==> src/rtl/hierarchical_timer_wheel_defines.svh <==
// assertion macros for the hierarchical timer wheel
// used by the top level only, needs aclk and aresetn in scope
`ifndef HIERARCHICAL_TIMER_WHEEL_DEFINES_SVH
`define HIERARCHICAL_TIMER_WHEEL_DEFINES_SVH

// condition holds at every edge out of reset
`define HTW_ASSERT_ALWAYS(label, expr, msg) \
    label: assert property (@(posedge aclk) disable iff (!aresetn) (expr)) else $error(msg);

// antecedent implies consequent in the same cycle
`define HTW_ASSERT_IMPLIES(label, ante, cons, msg) \
    label: assert property (@(posedge aclk) disable iff (!aresetn) (ante) |-> (cons)) \
        else $error(msg);

`endif

==> src/rtl/hwt_pkg.sv <==
// constants, codes and placement helpers of the hierarchical timer wheel
// no dependencies
package hwt_pkg;

    localparam int MAX_TIMERS = 32;
    localparam int IDX_W      = $clog2(MAX_TIMERS);
    localparam int SLOT_BITS  = 8;
    localparam int LEVELS     = 4;
    localparam int LVL_W      = (LEVELS > 1) ? $clog2(LEVELS) : 1;
    localparam int CNT_W      = 6;

    localparam logic [1:0] K_ADD    = 2'd0;
    localparam logic [1:0] K_UPDATE = 2'd1;
    localparam logic [1:0] K_REMOVE = 2'd2;
    localparam logic [1:0] K_TICK   = 2'd3;

    localparam logic [2:0] RK_ADDED   = 3'd0;
    localparam logic [2:0] RK_UPDATED = 3'd1;
    localparam logic [2:0] RK_REMOVED = 3'd2;
    localparam logic [2:0] RK_FIRED   = 3'd3;
    localparam logic [2:0] RK_SUMMARY = 3'd4;

    localparam logic [1:0] ST_OK        = 2'd0;
    localparam logic [1:0] ST_NOT_FOUND = 2'd1;
    localparam logic [1:0] ST_FULL      = 2'd2;

    typedef struct packed {
        logic [LVL_W-1:0]     level;
        logic [SLOT_BITS-1:0] slot;
    } place_t;

    // forward distance, zero when not ahead
    function automatic logic [31:0] ahead(input logic [31:0] t, input logic [31:0] now);
        logic [31:0] d;
        d = t - now;
        return d[31] ? 32'd0 : d;
    endfunction

    function automatic place_t place(input logic [31:0] expiry, input logic [31:0] now);
        logic [31:0] d;
        logic [31:0] nxt;
        place_t      p;
        d = ahead(expiry, now);
        p.level = '0;
        for (int i = 0; i < LEVELS - 1; i++) begin
            if ({32'd0, d} >= (64'd1 << (SLOT_BITS * (i + 1)))) begin
                p.level = LVL_W'(i + 1);
            end
        end
        nxt = now + 32'd1;
        if (d == 32'd0) begin
            p.slot = nxt[SLOT_BITS-1:0];
        end else begin
            p.slot = SLOT_BITS'(expiry >> (SLOT_BITS * p.level));
        end
        return p;
    endfunction

endpackage

==> src/rtl/hierarchical_timer_wheel.sv <==
// Hierarchical timer wheel over a table of MAX_TIMERS entries, four levels of 256 slots.
// One sequencer walks the table one entry per cycle, unless an output stall holds it,
// through a shared placement and distance unit. Add, update and remove search the table
// for the id or a free entry. A tick scans the table once per due level (level 0
// always, higher levels when time crosses their interval), scans it again for the
// earliest expiry when needed, then walks it to send fired words, stretched by any
// output stall. The input is not ready while an item is in work. Depends on hwt_pkg.
`include "hierarchical_timer_wheel_defines.svh"

module hierarchical_timer_wheel
    import hwt_pkg::*;
(
    input  logic        aclk,
    input  logic        aresetn,
    input  logic        s_tvalid,
    output logic        s_tready,
    input  logic [63:0] s_tdata,   // timer_id[31:0], duration[62:32], zero
    input  logic [1:0]  s_tuser,   // kind[1:0]
    output logic        m_tvalid,
    input  logic        m_tready,
    output logic [71:0] m_tdata,   // status[1:0], id[33:2], next_timeout[65:34], count[71:66]
    output logic [2:0]  m_tuser,   // result_kind[2:0]
    output logic        m_tlast
);

    localparam logic [3:0] S_IDLE  = 4'd0;
    localparam logic [3:0] S_FIND  = 4'd1;
    localparam logic [3:0] S_WRITE = 4'd2;
    localparam logic [3:0] S_PLACE = 4'd3;
    localparam logic [3:0] S_TINC  = 4'd4;
    localparam logic [3:0] S_TLVL  = 4'd5;
    localparam logic [3:0] S_TSCAN = 4'd6;
    localparam logic [3:0] S_TMIN  = 4'd7;
    localparam logic [3:0] S_TFIRE = 4'd8;
    localparam logic [3:0] S_TSUM  = 4'd9;

    localparam logic [IDX_W-1:0] IDX_LAST = IDX_W'(MAX_TIMERS - 1);

    logic [3:0]            state_reg;
    logic [IDX_W-1:0]      idx_reg;
    logic [LVL_W-1:0]      lvl_reg;
    logic [1:0]            kind_reg;
    logic [31:0]           tid_reg;
    logic [30:0]           dur_reg;
    logic [31:0]           time_reg;
    logic [31:0]           idc_reg;
    logic [31:0]           earliest_reg;
    logic                  dirty_reg;
    logic                  have_reg;
    logic [CNT_W-1:0]      count_reg;
    logic [MAX_TIMERS-1:0] valid_reg;
    logic [MAX_TIMERS-1:0] fired_reg;
    logic [31:0]           ident_reg  [MAX_TIMERS];
    logic [31:0]           expiry_reg [MAX_TIMERS];
    logic [LVL_W-1:0]      level_reg  [MAX_TIMERS];
    logic [SLOT_BITS-1:0]  slot_reg   [MAX_TIMERS];

    logic                  m_valid_reg;
    logic [2:0]            o_kind_reg;
    logic [1:0]            o_status_reg;
    logic [31:0]           o_id_reg;
    logic [31:0]           o_nt_reg;
    logic [CNT_W-1:0]      o_cnt_reg;
    logic                  o_last_reg;

    logic                  out_free;
    logic                  idx_end;
    logic [31:0]           cur_exp;
    logic [31:0]           cur_ahead;
    logic [31:0]           earl_ahead;
    place_t                cur_place;
    logic [SLOT_BITS-1:0]  slot_due;
    logic                  lvl_due;
    logic                  hit;
    logic [63:0]           lvl_mask;

    assign out_free   = !m_valid_reg || m_tready;
    assign idx_end    = (idx_reg == IDX_LAST);
    assign cur_exp    = expiry_reg[idx_reg];
    assign cur_ahead  = ahead(cur_exp, time_reg);
    assign earl_ahead = ahead(earliest_reg, time_reg);
    assign cur_place  = place(cur_exp, time_reg);
    assign slot_due   = SLOT_BITS'(time_reg >> (SLOT_BITS * lvl_reg));
    assign lvl_mask   = (64'd1 << (SLOT_BITS * lvl_reg)) - 64'd1;
    assign lvl_due    = (({32'd0, time_reg} & lvl_mask) == 64'd0);
    assign hit        = valid_reg[idx_reg] && (level_reg[idx_reg] == lvl_reg) &&
                        (slot_reg[idx_reg] == slot_due);

    assign s_tready = (state_reg == S_IDLE);
    assign m_tvalid = m_valid_reg;
    assign m_tuser  = o_kind_reg;
    assign m_tdata  = {o_cnt_reg, o_nt_reg, o_id_reg, o_status_reg};
    assign m_tlast  = o_last_reg;

    // table payload, no reset
    always_ff @(posedge aclk) begin
        unique case (state_reg)
            S_WRITE: begin
                if (kind_reg == K_ADD) begin
                    ident_reg[idx_reg]  <= idc_reg + 32'd1;
                    expiry_reg[idx_reg] <= time_reg + {1'b0, dur_reg};
                end else if (kind_reg == K_UPDATE) begin
                    expiry_reg[idx_reg] <= time_reg + {1'b0, dur_reg};
                end
            end
            S_PLACE: begin
                if (out_free) begin
                    level_reg[idx_reg] <= cur_place.level;
                    slot_reg[idx_reg]  <= cur_place.slot;
                end
            end
            S_TSCAN: begin
                if (hit && cur_ahead != 32'd0) begin
                    level_reg[idx_reg] <= cur_place.level;
                    slot_reg[idx_reg]  <= cur_place.slot;
                end
            end
            default: begin
            end
        endcase
    end

    always_ff @(posedge aclk) begin
        if (!aresetn) begin
            state_reg    <= S_IDLE;
            idx_reg      <= '0;
            lvl_reg      <= '0;
            time_reg     <= '0;
            idc_reg      <= '0;
            earliest_reg <= '0;
            dirty_reg    <= 1'b0;
            have_reg     <= 1'b0;
            count_reg    <= '0;
            valid_reg    <= '0;
            fired_reg    <= '0;
            m_valid_reg  <= 1'b0;
        end else begin
            if (m_valid_reg && m_tready) begin
                m_valid_reg <= 1'b0;
            end
            unique case (state_reg)
                S_IDLE: begin
                    if (s_tvalid) begin
                        kind_reg <= s_tuser;
                        tid_reg  <= s_tdata[31:0];
                        dur_reg  <= s_tdata[62:32];
                        idx_reg  <= '0;
                        state_reg <= (s_tuser == K_TICK) ? S_TINC : S_FIND;
                    end
                end
                S_FIND: begin
                    if ((kind_reg == K_ADD && !valid_reg[idx_reg]) ||
                        (kind_reg != K_ADD && valid_reg[idx_reg] &&
                         ident_reg[idx_reg] == tid_reg)) begin
                        state_reg <= S_WRITE;
                    end else if (!idx_end) begin
                        idx_reg <= idx_reg + 1'b1;
                    end else if (out_free) begin
                        m_valid_reg  <= 1'b1;
                        o_kind_reg   <= {1'b0, kind_reg};
                        o_status_reg <= (kind_reg == K_ADD) ? ST_FULL : ST_NOT_FOUND;
                        o_id_reg     <= (kind_reg == K_ADD) ? 32'd0 : tid_reg;
                        o_nt_reg     <= '0;
                        o_cnt_reg    <= count_reg;
                        o_last_reg   <= 1'b1;
                        state_reg    <= S_IDLE;
                    end
                end
                S_WRITE: begin
                    if (kind_reg == K_ADD) begin
                        idc_reg            <= idc_reg + 32'd1;
                        valid_reg[idx_reg] <= 1'b1;
                        state_reg          <= S_PLACE;
                    end else if (kind_reg == K_UPDATE) begin
                        if (cur_exp == earliest_reg) begin
                            dirty_reg <= 1'b1;
                        end
                        state_reg <= S_PLACE;
                    end else if (out_free) begin
                        valid_reg[idx_reg] <= 1'b0;
                        if (cur_exp == earliest_reg) begin
                            dirty_reg <= 1'b1;
                        end
                        m_valid_reg  <= 1'b1;
                        o_kind_reg   <= RK_REMOVED;
                        o_status_reg <= ST_OK;
                        o_id_reg     <= tid_reg;
                        o_nt_reg     <= '0;
                        o_cnt_reg    <= (count_reg != '0) ? count_reg - 1'b1 : count_reg;
                        o_last_reg   <= 1'b1;
                        if (count_reg != '0) begin
                            count_reg <= count_reg - 1'b1;
                        end
                        state_reg <= S_IDLE;
                    end
                end
                S_PLACE: begin
                    if (out_free) begin
                        if (count_reg == '0 || cur_ahead < earl_ahead) begin
                            earliest_reg <= cur_exp;
                        end
                        m_valid_reg  <= 1'b1;
                        o_status_reg <= ST_OK;
                        o_nt_reg     <= '0;
                        o_last_reg   <= 1'b1;
                        if (kind_reg == K_ADD) begin
                            count_reg  <= count_reg + 1'b1;
                            o_kind_reg <= RK_ADDED;
                            o_id_reg   <= idc_reg;
                            o_cnt_reg  <= count_reg + 1'b1;
                        end else begin
                            o_kind_reg <= RK_UPDATED;
                            o_id_reg   <= tid_reg;
                            o_cnt_reg  <= count_reg;
                        end
                        state_reg <= S_IDLE;
                    end
                end
                S_TINC: begin
                    time_reg  <= time_reg + 32'd1;
                    lvl_reg   <= LVL_W'(LEVELS - 1);
                    fired_reg <= '0;
                    state_reg <= S_TLVL;
                end
                S_TLVL: begin
                    idx_reg <= '0;
                    if (lvl_due) begin
                        state_reg <= S_TSCAN;
                    end else begin
                        lvl_reg <= lvl_reg - 1'b1;
                    end
                end
                S_TSCAN: begin
                    if (hit && cur_ahead == 32'd0) begin
                        valid_reg[idx_reg] <= 1'b0;
                        fired_reg[idx_reg] <= 1'b1;
                        if (cur_exp == earliest_reg) begin
                            dirty_reg <= 1'b1;
                        end
                        if (count_reg != '0) begin
                            count_reg <= count_reg - 1'b1;
                        end
                    end
                    idx_reg <= idx_reg + 1'b1;
                    if (idx_end) begin
                        idx_reg <= '0;
                        have_reg <= 1'b0;
                        if (lvl_reg == '0) begin
                            state_reg <= S_TMIN;
                        end else begin
                            lvl_reg   <= lvl_reg - 1'b1;
                            state_reg <= S_TLVL;
                        end
                    end
                end
                S_TMIN: begin
                    if (count_reg == '0) begin
                        earliest_reg <= '0;
                        dirty_reg    <= 1'b0;
                        state_reg    <= S_TFIRE;
                    end else if (!dirty_reg) begin
                        state_reg <= S_TFIRE;
                    end else begin
                        if (valid_reg[idx_reg] && (!have_reg || cur_ahead < earl_ahead)) begin
                            earliest_reg <= cur_exp;
                            have_reg     <= 1'b1;
                        end
                        idx_reg <= idx_reg + 1'b1;
                        if (idx_end) begin
                            idx_reg   <= '0;
                            dirty_reg <= 1'b0;
                            state_reg <= S_TFIRE;
                        end
                    end
                end
                S_TFIRE: begin
                    if (!fired_reg[idx_reg] || out_free) begin
                        if (fired_reg[idx_reg]) begin
                            m_valid_reg  <= 1'b1;
                            o_kind_reg   <= RK_FIRED;
                            o_status_reg <= ST_OK;
                            o_id_reg     <= ident_reg[idx_reg];
                            o_nt_reg     <= '0;
                            o_cnt_reg    <= count_reg;
                            o_last_reg   <= 1'b0;
                        end
                        idx_reg <= idx_reg + 1'b1;
                        if (idx_end) begin
                            state_reg <= S_TSUM;
                        end
                    end
                end
                S_TSUM: begin
                    if (out_free) begin
                        m_valid_reg  <= 1'b1;
                        o_kind_reg   <= RK_SUMMARY;
                        o_status_reg <= ST_OK;
                        o_id_reg     <= '0;
                        o_nt_reg     <= (count_reg == '0) ? 32'hFFFF_FFFF : earl_ahead;
                        o_cnt_reg    <= count_reg;
                        o_last_reg   <= 1'b1;
                        state_reg    <= S_IDLE;
                    end
                end
                default: begin
                    state_reg <= S_IDLE;
                end
            endcase
        end
    end

    // pending count tracks the valid entries between items
    `HTW_ASSERT_IMPLIES(a_count_matches, state_reg == S_IDLE, $countones(valid_reg) == 32'(count_reg), "count mismatch")
    // summary word always closes the item
    `HTW_ASSERT_IMPLIES(a_summary_last, m_valid_reg && o_kind_reg == RK_SUMMARY, o_last_reg, "summary not last")
    // fired words never close the item
    `HTW_ASSERT_IMPLIES(a_fired_not_last, m_valid_reg && o_kind_reg == RK_FIRED, !o_last_reg, "fired word marked last")

endmodule
==> config.mk <==
export PLATFORM = sky130hd
export DESIGN_NAME = hierarchical_timer_wheel
export DESIGN_NICKNAME = d
export VERILOG_FILES = /design/src/rtl/hwt_pkg.sv /design/src/rtl/hierarchical_timer_wheel.sv
export VERILOG_INCLUDE_DIRS = /design/src /design/src/rtl
export SDC_FILE = /design/constraint.sdc
export NUM_CORES = 2
export LEC_CHECK = 0
export BUFFER_PORTS_ARGS = -buffer_cell sky130_fd_sc_hd__buf_2
export CAP_MARGIN = 40
export CORE_UTILIZATION = 44
export DETAILED_ROUTE_END_ITERATION = 10
export PLACE_DENSITY = 0.63
export SYNTH_ARGS = -nofsm -noshare
export SYNTH_HDL_FRONTEND = slang
export SYNTH_SLANG_ARGS = --single-unit
==> constraint.sdc <==
create_clock -name aclk -period 8.2 [get_ports aclk]
set_clock_uncertainty 0.1 [all_clocks]
set_input_delay 1.64 -clock aclk [delete_from_list [all_inputs] [get_ports aclk]]
set_output_delay 1.64 -clock aclk [all_outputs]
set_load 0.01 [all_outputs]
# --- Yosys cells after proc, flatten, opt, wreduce, memory -nomap -nowiden ---
# Memory sizes are Yosys's and may differ from the RTL's. A register that Yosys moved wholly into a read port is not among the register bits.
# Index checks and enable logic that the tools add are counted.
classes:
  muxes: 167
  reduce_logical: 55
  n_eq_ne: 45
  add_sub_neg: 10
  bitwise: 8
  n_mul: 0
  order_cmp: 6
  div: 0
  shifts: 3
op_table:
  columns: ["operator", "n"]
  rows:
  - ["2-to-1 mux 32 bit", 32]
  - ["one-hot mux 32 bit (5 select lines)", 2]
  - ["one-hot mux 32 bit (2 select lines)", 3]
  - ["2-to-1 mux 5 bit", 15]
  - ["2-to-1 mux 6 bit", 12]
  - ["adder 32 x 1 -> 32 bit, second input constant", 2]
  - ["bitwise AND 32 x 64 -> 64 bit", 1]
  - ["equality test 32 bit", 2]
  - ["logical NOT 64 bit", 1]
  - ["bitwise OR 32 bit", 2]
  - ["<< shifter 1 x 5 -> 64 bit, first input constant", 1]
  - [">> shifter 32 x 5 -> 8 bit", 2]
  - ["subtractor 32 bit", 2]
  - ["subtractor 64 x 1 -> 64 bit, second input constant", 1]
  - ["2-to-1 mux 31 bit", 2]
  - ["2-to-1 mux 4 bit", 13]
  - ["2-to-1 mux 1 bit", 45]
  - ["!= test 2 bit, second input constant", 22]
  - ["one-hot mux 4 bit (9 select lines)", 1]
  - ["2-to-1 mux 3 bit", 11]
  - ["adder 32 x 31 -> 32 bit", 1]
  - ["bitwise AND 32 bit", 1]
  - ["logical NOT 32 bit", 1]
  - ["2-to-1 mux 2 bit", 16]
  - ["58 further kinds", 103]
totals:
  n_memories: 4
  rom_bits: 0
  ff_bits: 321
  input_bits: 70
  out_inout_bits: 78
  ram_bits: 2368
  latch_bits: 0
  word_cells: 319
mem_list:
  columns: ["memory", "words", "width", "read_ports", "rd_clocked_by_memory_dff", "wr", "line_no", "text"]
  rows:
  - ["expiry_reg", 32, 32, 1, 1, 1, "hierarchical_timer_wheel.sv:54", "logic [31:0] expiry_reg [MAX_TIMERS];"]
  - ["ident_reg", 32, 32, 1, 1, 1, "hierarchical_timer_wheel.sv:53", "logic [31:0] ident_reg [MAX_TIMERS];"]
  - ["slot_reg", 32, 8, 1, 1, 1, "hierarchical_timer_wheel.sv:56", "logic [SLOT_BITS-1:0] slot_reg [MAX_TIMERS];"]
  - ["level_reg", 32, 2, 1, 1, 1, "hierarchical_timer_wheel.sv:55", "logic [LVL_W-1:0] level_reg [MAX_TIMERS];"]

# --- Depth between registers and ports, before layout ---
logic_depth:
  depth_word: 10
  depth_mapped: 37
  mapped_depth_nobuf: 27

# --- Least setup slack after synthesis ---
# Ideal clock, no wire load.
synth_timing:
  kind: "reg2reg"
  from: "register with a tool-made name"
  to: "memory slot_reg[0][3] (data pin)"
  setup_slack_ns: -0.634
  stages_incl_launch_ff: 26
  arrival_time_ns: 8.349
  setup_time_ns: 0.385
  synth_period_minus_slack_ns: 8.834
  path_cell_list: "dfxtp_1 clkbuf_1 buf_2 buf_2 buf_2 buf_2 buf_2 clkbuf_1 clkbuf_1 mux4_2 mux4_2 mux2i_1 inv_1 ha_1 o21ai_1 a31oi_1 o311a_1 a21o_1 o22a_1 xor2_1 or4_1 nor4b_4 nand2b_1 a21oi_1 mux2i_1 mux2i_1"
synth_lines:
  columns: ["element", "line_no"]
  rows:
  - ["end, declared", "hierarchical_timer_wheel.sv:56"]

==> reports/summary.json <==
{
  "p_total": {"value": 35.10, "unit": "mW"},
  "total_via_count_after_detailed_routing": {"value": 62820},
  "grt_setup_unrepaired": {"value": "false"},
  "failed_checks": {"value": "design-rule violations"},
  "synth-seq-area-share": {"value": 0.7083},
  "finalHoldViolCount": {"value": 0},
  "critPathTopFamily": {"value": "compound AO/OA/AOI/OAI gates"},
  "floorplan.die.width": {"value": 505.6, "unit": "µm"},
  "synthFlopType": {"value": "sky130_fd_sc_hd__edfxtp_1"},
  "run_status": {"value": "finished, violations left"},
  "fmaxAchievable": {"value": 126.2, "unit": "MHz"},
  "numCtsBuffers": {"value": 295},
  "ioPinCount": {"value": 148},
  "cts_tree": {"value": "done"},
  "synth_xor_area_frac": {"value": 0.01860},
  "maxCapViolations": {"value": 0},
  "cts.sinks": {"value": 2694},
  "postSynthAreaPerCell": {"value": 17.94, "unit": "µm²"},
  "placement_rows": {"value": 184},
  "synth_top_area_frac": {"value": 0.6752},
  "avgViaCountPerCell": {"value": 6.061},
  "timing.max_slew.rel_slack": {"value": 0.3605},
  "detailed_place_hpwl": {"value": 189.7, "unit": "mm"},
  "clk_latency": {"value": 0.95, "unit": "ns"},
  "dominant_cell_type_by_count_on_the_critical_path": {"value": "sky130_fd_sc_hd__a21o_1"},
  "final_max_slew_viol_count": {"value": 0},
  "synthesis.instances": {"value": 6219},
  "route.antenna.remaining_nets": {"value": 0},
  "synthSimpleGateAreaFrac": {"value": 0.04565},
  "drc": {"value": 10},
  "netlist.top_cell.by_area": {"value": "sky130_fd_sc_hd__edfxtp_1"},
  "grt_antenna_before_repair": {"value": 5},
  "first_global_vias": {"value": 61870},
  "worst_pin_slew": {"value": 0.9593, "unit": "ns"},
  "synth-edff-count": {"value": 2509},
  "start_kind": {"value": "flop"},
  "slowest_stage": {"value": "sky130_fd_sc_hd__mux4_2"},
  "clk_pin_slew": {"value": 0.06, "unit": "ns"},
  "grt_util_all_layers": {"value": 0.2445},
  "cts_root_buffer": {"value": "sky130_fd_sc_hd__clkbuf_16"},
  "ctsHtreeMaxLevel": {"value": 5},
  "synthTopCellsByArea": {"value": "sky130_fd_sc_hd__edfxtp_1 (68%), sky130_fd_sc_hd__mux4_2 (13%), sky130_fd_sc_hd__dfxtp_1 (3.3%)"},
  "timing.critical_path.fanout_max": {"value": 46},
  "max-vdd-ir-drop": {"value": 0.2204, "unit": "mV"},
  "crit_buf_inv": {"value": 7},
  "area.growth.synth_to_final": {"value": 16.26, "unit": "%"},
  "synth_seq_cells": {"value": 2694},
  "type_of_the_most_critical_hold_path": {"value": "flop to flop"},
  "synth_async_sr_flop_share": {"value": 0},
  "first_iter_violations": {"value": 7582},
  "finalWeightedCongestion": {"value": 0.8992},
  "largest_family_of_logic_cells_by_synthesized_area": {"value": "multiplexers"},
  "worstPathArrival": {"value": 8.63, "unit": "ns"},
  "setup_viol": {"value": 0},
  "library_cell_with_the_highest_instance_count_after_synthesis": {"value": "sky130_fd_sc_hd__edfxtp_1"},
  "static-leakage-power": {"value": 41.99, "unit": "nW"},
  "routedWlPerCell": {"value": 30.39, "unit": "µm"},
  "fp.dieArea": {"value": 255600, "unit": "µm²"},
  "critical_path.endpoint_type": {"value": "flop"},
  "critical_path.max_stage_delay": {"value": 0.57, "unit": "ns"},
  "yosys-top-cells-count": {"value": "sky130_fd_sc_hd__edfxtp_1 (2509), sky130_fd_sc_hd__mux4_2 (646), sky130_fd_sc_hd__nor2_1 (371), sky130_fd_sc_hd__nand2_1 (222), sky130_fd_sc_hd__a21oi_1 (201)"},
  "finalSetupTns": {"value": 0, "unit": "ns"},
  "proportion_of_synthesized_area_in_mux_cells": {"value": 0.1436},
  "grt-ovfl-total": {"value": 0},
  "synthesis.nets": {"value": 6431},
  "synth_adder_area_share": {"value": 0.01612},
  "required_time_of_the_critical_path": {"value": 8.91, "unit": "ns"},
  "yosys_warnings": {"value": 0},
  "post-route-min-period": {"value": 7.923, "unit": "ns"},
  "first_pass_iters": {"value": 9},
  "floorplan.initialDensity": {"value": 0.4435},
  "synth.lib_cells_used.distinct": {"value": 95},
  "fp.dieH": {"value": 505.6, "unit": "µm"},
  "synth_compound_gate_area_share": {"value": 0.04997},
  "drt_wl_total": {"value": 315.0, "unit": "mm"},
  "layout_worst_path_cycle_share": {"value": 0.9662},
  "fillCellCount": {"value": 19930},
  "cts.path.max_buffers": {"value": 4},
  "fin_nets": {"value": 7018},
  "grt_first_pass_wirelength": {"value": 447.8, "unit": "mm"},
  "p_per_area": {"value": 270.5, "unit": "nW/µm²"},
  "syn-cell-area": {"value": 111600, "unit": "µm²"},
  "worstSetupPathType": {"value": "flop to flop"},
  "buffers_added_on_ports": {"value": 146},
  "floorplan.core_area": {"value": 251600, "unit": "µm²"},
  "final_layout_size_suffix_gt1_frac": {"value": 0.2661},
  "finish.utilization": {"value": 0.5156},
  "grt_start_max_net_pins": {"value": 129}
}
[repair_timing]
item	in CTS	in global routing
hold buffers	0	0
endpoints found under the setup margin	0	32
resized for setup	0	4
setup buffers	0	3
endpoints found under the hold margin	0	0
[worst reg2reg max path, delay by kind of cell, from the launching register on]
family	cells	cell delay, ns
buf+inv	7	1.57
flops	1	0.49
xor+xnor	1	0.32
simple gates	2	0.23
mux	3	1.36
compound gates	14	3.13
fa+ha+maj	2	0.64
[metal layers]
| metal | vias up | GRT usage | share of wire |
|---|---|---|---|
| met3 | 425 | 0.04212 | 0.089 |
| met1 | 33140 | 0.3464 | 0.41 |
| li1 | 26350 | - | - |
| met4 | 0 | 0.06974 | 0.028 |
| met5 | - | 0 | 0 |
| met2 | 2916 | 0.3892 | 0.48 |
[metrics by stage]
| step | cells | cell area (µm²) | hold slack (ns) | worst slack [ns] |
|---|---|---|---|---|
| final | 10370 | 129700 | 0.3640 | 0.2769 |
| after global routing | 10370 | 129700 | 0.3820 | 0.002641 |
| after CTS | 10360 | 129600 | 0.3633 | 0.1490 |
| after detailed placement | 9851 | 120700 | 0.3496 | 0.2193 |
| after global placement | 9761 | 119300 | 0.3414 | 0.2215 |
| after floorplan | 6219 | 111600 | 0.3323 | -0.005866 |
[cell families (layout without fill, tap and decap cells)]
kind of cell             after synthesis  in the layout
buffers and inverters                454           1250
AND/OR/NAND/NOR                     1062           1062
adder cells (fa/ha/maj)              142            142
AO/OA/AOI/OAI                        837            838
multiplexers                         793            793
flip-flops                          2694           2694
other                                  0              1
XOR/XNOR                             237            237
[report_power, final]
group          internal [mW]  switching [mW]  leakage [nW]
Clock                   7.23            5.24          4.38
Combinational           2.85            3.93          13.3
Sequential              15.7           0.145          24.4
[worst paths after layout]
| kind | cells after the start | start | slack (ns) | to |
|---|---|---|---|---|
| setup / recovery | 29 | flop | 0.28 | earliest_reg[12]$_SDFFE_PN0P_ |
| hold / removal | 1 | fired_reg[6]$_SDFFE_PN0P_ | 0.36 | fired_reg[6]$_SDFFE_PN0P_ |
| setup reg to reg | 29 | flop | 0.28 | earliest_reg[12]$_SDFFE_PN0P_ |
| hold reg to reg | 1 | fired_reg[6]$_SDFFE_PN0P_ | 0.36 | fired_reg[6]$_SDFFE_PN0P_ |
[layout by cell type, fill, tap and decap left out, types with 54 or more instances in the layout]
master                         n
sky130_fd_sc_hd__a21oi_1     192
sky130_fd_sc_hd__nand2_1     220
sky130_fd_sc_hd__dfxtp_1     180
sky130_fd_sc_hd__ha_1        139
sky130_fd_sc_hd__buf_2       148
sky130_fd_sc_hd__mux2i_1     138
sky130_fd_sc_hd__nor2_1      303
sky130_fd_sc_hd__nor2_4       65
sky130_fd_sc_hd__buf_4       375
sky130_fd_sc_hd__nand3_1     122
sky130_fd_sc_hd__clkinv_2     54
sky130_fd_sc_hd__nand4_1      56
sky130_fd_sc_hd__inv_1       114
sky130_fd_sc_hd__a22oi_1      75
sky130_fd_sc_hd__xnor2_1      97
sky130_fd_sc_hd__clkinv_1     55
sky130_fd_sc_hd__o21ai_0     126
sky130_fd_sc_hd__clkbuf_16   301
sky130_fd_sc_hd__o22ai_1     101
sky130_fd_sc_hd__clkbuf_1     62
sky130_fd_sc_hd__mux4_2      646
sky130_fd_sc_hd__xor2_1       82
sky130_fd_sc_hd__edfxtp_1   2509
[final cells by class]
cell class	count	area [µm²]	share of cell area
Antenna cell	1	2.502	0.00001929
Clock buffer	367	7814	0.06023
Clock inverter	140	1095	0.008439
Inverter	119	450.4	0.003472
Multi-Input combinational cell	3072	31690	0.2443
Sequential cell	2694	79060	0.6094
Tap cell	3348	4189	0.03229
Timing Repair Buffer	624	5430	0.04186
No activity file was read; power rests on OpenSTA's default activity.
